<file path="src/sv/slbq_pkg.sv">
package slbq_pkg;

    localparam int DATA_W = 32;
    localparam int POS_W  = 11;

    localparam logic [1:0] ACT_CLEAR = 2'd0;
    localparam logic [1:0] ACT_LOAD  = 2'd1;
    localparam logic [1:0] ACT_QUERY = 2'd2;

    localparam logic [1:0] ST_OK   = 2'd0;
    localparam logic [1:0] ST_FULL = 2'd1;
    localparam logic [1:0] ST_MISS = 2'd2;

    // controller to datapath
    typedef struct packed {
        logic start;      // capture key and action, open the search window
        logic rd_mid;     // read the probe entry
        logic cmp;        // narrow the search window
        logic rd_shift;   // read the entry below the move index
        logic wr_shift;   // move that entry up by one
        logic wr_insert;  // write the key at the insert point
        logic res;        // load the result register
    } t_cmd;

    // datapath to controller
    typedef struct packed {
        logic lo_lt_hi;
        logic idx_gt_lo;
        logic full;
    } t_sts;

endpackage

</file>
<file path="src/sv/slbq_ctrl.sv">
module slbq_ctrl (
    input  logic              i_clk,
    input  logic              i_rst_n,
    input  logic              i_in_valid,
    output logic              o_in_ready,
    input  logic [1:0]        i_action,
    input  logic              i_out_ready,
    output logic              o_out_valid,
    input  slbq_pkg::t_sts    i_sts,
    output slbq_pkg::t_cmd    o_cmd
);

    typedef enum logic [2:0] {
        S_IDLE,
        S_SRCH_RD,
        S_SRCH_CMP,
        S_SHIFT_RD,
        S_SHIFT_WR,
        S_FINISH
    } t_state;

    t_state r_state;
    logic   r_load;
    logic   r_out_valid;
    logic   accept;
    logic   finish;

    assign o_in_ready  = (r_state == S_IDLE);
    assign o_out_valid = r_out_valid;
    assign accept      = i_in_valid && (r_state == S_IDLE);
    assign finish      = (r_state == S_FINISH) && (!r_out_valid || i_out_ready);

    always_comb begin
        o_cmd           = '0;
        o_cmd.start     = accept;
        o_cmd.res       = finish;
        case (r_state)
            S_SRCH_RD:  o_cmd.rd_mid = i_sts.lo_lt_hi;
            S_SRCH_CMP: o_cmd.cmp    = 1'b1;
            S_SHIFT_RD: begin
                o_cmd.rd_shift  = i_sts.idx_gt_lo;
                o_cmd.wr_insert = !i_sts.idx_gt_lo;
            end
            S_SHIFT_WR: o_cmd.wr_shift = 1'b1;
            default:    ;
        endcase
    end

    always_ff @(posedge i_clk) begin
        if (!i_rst_n) begin
            r_state     <= S_IDLE;
            r_load      <= 1'b0;
            r_out_valid <= 1'b0;
        end else begin
            if (finish) begin
                r_out_valid <= 1'b1;
            end else if (r_out_valid && i_out_ready) begin
                r_out_valid <= 1'b0;
            end
            case (r_state)
                S_IDLE: begin
                    if (accept) begin
                        r_load <= (i_action == slbq_pkg::ACT_LOAD);
                        if ((i_action == slbq_pkg::ACT_LOAD && !i_sts.full) ||
                            i_action == slbq_pkg::ACT_QUERY) begin
                            r_state <= S_SRCH_RD;
                        end else begin
                            r_state <= S_FINISH;
                        end
                    end
                end
                S_SRCH_RD: begin
                    if (i_sts.lo_lt_hi) begin
                        r_state <= S_SRCH_CMP;
                    end else if (r_load) begin
                        r_state <= S_SHIFT_RD;
                    end else begin
                        r_state <= S_FINISH;
                    end
                end
                S_SRCH_CMP: r_state <= S_SRCH_RD;
                S_SHIFT_RD: begin
                    r_state <= i_sts.idx_gt_lo ? S_SHIFT_WR : S_FINISH;
                end
                S_SHIFT_WR: r_state <= S_SHIFT_RD;
                S_FINISH: begin
                    if (finish) begin
                        r_state <= S_IDLE;
                    end
                end
                default: r_state <= S_IDLE;
            endcase
        end
    end

endmodule

</file>
<file path="config.mk">
export PLATFORM = sky130hd
export DESIGN_NAME = slbq_ctrl
export DESIGN_NICKNAME = d
export VERILOG_FILES = /design/src/sv/slbq_pkg.sv /design/src/sv/slbq_ctrl.sv
export SDC_FILE = /design/constraint.sdc
export NUM_CORES = 1
export LEC_CHECK = 0
export ABC_AREA = 0
export BUFFER_PORTS_ARGS = -buffer_cell sky130_fd_sc_hd__clkbuf_2
export CAP_MARGIN = 10
export CORE_AREA = 5 5 42 44
export DETAILED_ROUTE_END_ITERATION = 10
export DIE_AREA = 0 0 47 49
export PLACE_DENSITY = 0.56
export RECOVER_POWER = 25
export SETUP_SLACK_MARGIN = 0.2
export SLEW_MARGIN = 40
export SYNTH_ARGS = -nofsm -noshare
export SYNTH_HDL_FRONTEND = slang
export SYNTH_SLANG_ARGS = --single-unit
</file>
<file path="constraint.sdc">
create_clock -name i_clk -period 1.73 [get_ports i_clk]
set_input_delay 0.4325 -clock i_clk [delete_from_list [all_inputs] [get_ports i_clk]]
set_output_delay 0.4325 -clock i_clk [all_outputs]
set_load 0.005 [all_outputs]
</file>
### Yosys cells after proc, flatten, opt, wreduce, memory -nomap -nowiden

Index checks and enable logic that the tools add are counted.
W data, S select, Z words.

* bits in registers: 5
* bits of input ports: 9
* output and inout bits: 9
* logic and storage cells: 39

* equality and inequality tests: 9
* mux-type cells: 14
* reductions and logical operators: 13

Operator list (number)
* $pmux W3 S6: 1
* $mux W3: 5
* $mux W1: 8
* $eq A3 B2 Y1 const B: 2
* $eq A3 B3 Y1 const B: 2
* $logic_and A1 B1 Y1: 4
* $reduce_and A2 Y1: 2
* $eq A3 B1 Y1 const B: 1
* $logic_not A1 Y1: 3
* $logic_not A3 Y1: 1
* $eq A2 B1 Y1 const B: 1
* $eq A2 B2 Y1 const B: 1
* $logic_or A1 B1 Y1: 2
* $ne A2 B1 Y1 const B: 1
* $ne A2 B2 Y1 const B: 1
* $reduce_bool A2 Y1: 1

### Logic depth before layout (Yosys ltp)

* depth after elaboration: 6
* gate-level depth with buffers: 4
* depth with buffers taken out: 3

### Worst setup path before layout

No wires, ideal clock.

* path kind: register to output
* start: register r_state[2]
* end: output o_cmd[6] (netlist bit)
* arrival time: 896 ps
* required time: 1297 ps
* slack: 401 ps
* cell stages (with the launch flop): 4
* path buffers: 2
* path through: dfxtp_1 > buf_2 > nor4b_4 > buf_4

* word-level cells in the longest chain between the ends: 2

Ends and longest elaborated chain
* from (decl): line slbq_ctrl.sv:22 `t_state r_state;`
* from (signal assigned): line slbq_ctrl.sv:83 `r_state <= i_sts.idx_gt_lo ? S_SHIFT_WR : S_FINISH;`
* $logic_not A3 Y1: line slbq_ctrl.sv:30 `assign accept = i_in_valid && (r_state == S_IDLE);`
* $logic_and A1 B1 Y1: line slbq_ctrl.sv:30
* to (decl): line slbq_ctrl.sv:10 `output slbq_pkg::t_cmd o_cmd`

No other way between the ends.

### Worst setup path in the final report

* start: register r_state[0]
* end: output o_in_ready

* word-level cells in the longest chain between the ends: 1

Ends and longest elaborated chain
* $logic_not A3 Y1: line slbq_ctrl.sv:28 `assign o_in_ready = (r_state == S_IDLE);`
* to (decl): line slbq_ctrl.sv:5 `output logic o_in_ready,`

No other way between the ends.

==> metrics.csv <==
stage,metric,value,unit
drt,number of DRC markers in iteration 0,2,
sta,Slew @ Worst Pin,0.372,ns
global_route,vias in the first global route,379,
layout,Final nets,75,
global_route,gr usage total,8.17,%
floorplanning,IO Count,18,
global_route,global-route wire length before repair,1390,µm
pwr,part of the power in registers,32.5,%
floorplanning,core box area,0.00140,mm²
critical_path,WS Path Type,reg -> out,
clocking,CTS H-tree depth,1,
synthesis,Netlist Area Pre-Place,394,µm²
sta,final worst-path cycle share,90.6,%
synthesis,top post-synthesis cells by area,"dfxtp_1 (25%), a2111oi_4 (7.0%), nor4b_4 (6.0%)",
drt,DRC,0,
clocking,"Reg clk slew, reported paths",0.05,ns
flow_run,Max Cap Viol,0,
layout,Post-Layout Inst Area,548,µm²
clocking,Num CTS Buffers,3,
synthesis,Post-Syn Nets,53,
pwr,NetSw,0.165,mW
layout,Fillers,156,
sta,Total Neg Setup Slack,0,ns
sta,Pins Over Slew Limit,0,
pwr,P_int,0.351,mW
drt,"antenna viol nets, final",0,
global_route,initial antenna violation count,0,
placed_design,Port Buffers,17,
synthesis,Mean Syn Cell Area,8.96,µm²
critical_path,Worst setup EP type,primary output,
floorplanning,Initial Util,28.1,%
placed_design,gp weighted congestion,0.714,
pwr,peak supply drop,388,µV
drt,WL/cell,10.8,µm
critical_path,"Arr. time, crit path",1.14,ns
layout,Antenna Diode Count,0,
synthesis,YS warnings,0,
synthesis,Cells after Synth,44,
pwr,switching share of power,31.9,%
placed_design,HPWL after DPL,672,µm
pwr,Comb power frac,41.1,%
sta,minimum clock period,1.57,ns
global_route,largest net degree at the start of global routing,14,
placed_design,Setup WS pre-CTS,0.280,ns
critical_path,"Req. time, crit path",1.30,ns
drt,WL final,871,µm
layout,multi-input logic area,260,µm²
synthesis,register bit count reported by yosys,5,
drt,drt pass-1 iters,2,
run_status,status,"finished, final reports clean",
clocking,CTS root buf,clkbuf_4,
sta,Setup Skew,0.00700,ns
floorplanning,Die Area,0.00230,mm²
synthesis,synth unique cells,25,
clocking,CTS tree,yes,
sta,relative slew slack,75.0,%
floorplanning,Die W,47,µm
layout,area delta synth->final,39.0,%
pwr,Pwr Density,941,mW/mm²
drt,detailed-route via count,381,
critical_path,CP Max Fanout,7,
sta,fmax,0.638,GHz
sta,PnR worst setup slack,0.162,ns
min_path,hold crit path type,in -> reg,
drt,Via density,4.70,
clocking,clock latency on the worst-skew pair,0.24,ns
pwr,Leak,0.254,nW
clocking,Sink Count,5,
layout,Reg area,108,µm²
floorplanning,number of cell rows,14,
sta,final setup vio count,0,
clocking,cts hold-fix bufs,0,
floorplanning,Die H,49,µm
synthesis,post-synthesis sequential area ratio,25.4,%
placed_design,area post-placement,470,µm²
sta,RSZ-0062 raised after global routing,yes,
synthesis,Synth top area share,25.4,%
layout,final core utilization,39.1,%
synthesis,Synth area leader,dfxtp_1,
sta,Final Hold Viols,0,
pwr,Power Total,0.515,mW
layout,proportion of layout cells with a drive suffix above 1,50.8,%
clocking,Max Root-Sink Buffers,2,
global_route,GRT Residual Overflow,0,
critical_path,Startpoint Class,flip-flop,
pwr,clock share of power,26.4,%
[synthesized netlist by cell type (all sizes together)]
| cell type | instances |
|---|---|
| or2 | 1 |
| inv | 2 |
| a211oi | 2 |
| nand2 | 1 |
| mux2i | 1 |
| nor2 | 5 |
| mux2 | 1 |
| o22ai | 1 |
| buf | 5 |
| a2111oi | 1 |
| o21ai | 1 |
| nand3b | 1 |
| o311a | 1 |
| nor3b | 3 |
| nand2b | 2 |
| a21oi | 1 |
| nor2b | 3 |
| nor4 | 1 |
| and3 | 1 |
| and3b | 1 |
| dfxtp | 5 |
| nor4b | 1 |
| o21a | 3 |
[routing by layer]
metal | wire length (µm) | part of all wire [%] | GRT usage (%)
met1 | 344 | 39 | 8.35
met2 | 466 | 54 | 13.6
met3 | 59 | 6.8 | 1.11
met4 | 0 | 0 | 6.91
met5 | 0 | 0 | 0
[critical path: stages, from the launching register on]
cell,delay [ns]
dfxtp_1,0.34
buf_6,0.15
or2_4,0.23
nor2_2,0.07
clkbuf_2,0.11
[repair_timing]
item / in CTS / in global routing
setup buffers: 3 / 1
gates resized for setup: 7 / 3
pin swaps: 2 / 1
gates cloned: 0 / 0
endpoints found under the setup margin: 8 / 7
[cells by family (layout without fill, tap and decap cells)]
kind of cell	count (synthesis)	count (layout)	synth area share, %
and+or+nand+nor	20	20	34.9
buffers and inverters	7	28	11.1
muxes	2	2	5.40
AOI/OAI and AO/OA	10	10	23.2
DFF	5	5	25.4
[flip-flops by register name, indices dropped and copies added (netlist names)]
signal       flops
r_load           1
r_state          3
o_out_valid      1
[worst paths after layout]
path         startpoint  depth (start not counted)         end  slack (ns)
max          r_state[0]                          4  o_in_ready        0.16
min             i_rst_n                          2  r_state[2]        0.44
max reg2reg  r_state[0]                          5  r_state[2]        0.31
min reg2reg  r_state[1]                          1  r_state[1]        0.53
[final cells by class]
type | count | area share, %
Clock buffer | 4 | 4.79
Tap cell | 16 | 3.65
Timing Repair Buffer | 22 | 23.1
Sequential cell | 5 | 19.6
Multi-Input combinational cell | 32 | 47.5
Inverter | 2 | 1.37
[placed cells by master (no fill, tap or decap), drive strengths merged]
cell and n:
a2111oi 1, a211oi 2, a21oi 1, and3 1, and3b 1, buf 6, clkbuf 20, dfxtp 5
inv 2, mux2 1, mux2i 1, nand2 1, nand2b 2, nand3b 1, nor2 5, nor2b 3
nor3b 3, nor4 1, nor4b 1, o21a 3, o21ai 1, o22ai 1, o311a 1, or2 1
[power groups by stage]
stage | clock (mW) | combinational (mW) | sequential (mW)
2_1_floorplan | 0 | 0.162 | 0.140
3_3_place_gp | 0 | 0.173 | 0.165
3_5_place_dp | 0 | 0.174 | 0.165
4_1_cts | 0.143 | 0.199 | 0.170
5_1_grt | 0.145 | 0.233 | 0.171
6_report | 0.136 | 0.212 | 0.167
[metrics by stage]
| step | hold slack (ns) | instances |
|---|---|---|
| floorplan | 0.484 | 44 |
| global placement | 0.541 | 73 |
| detailed placement | 0.551 | 73 |
| CTS | 0.416 | 80 |
| global route | 0.445 | 81 |
| finish | 0.440 | 81 |
(Power assumes the default switching activity.)
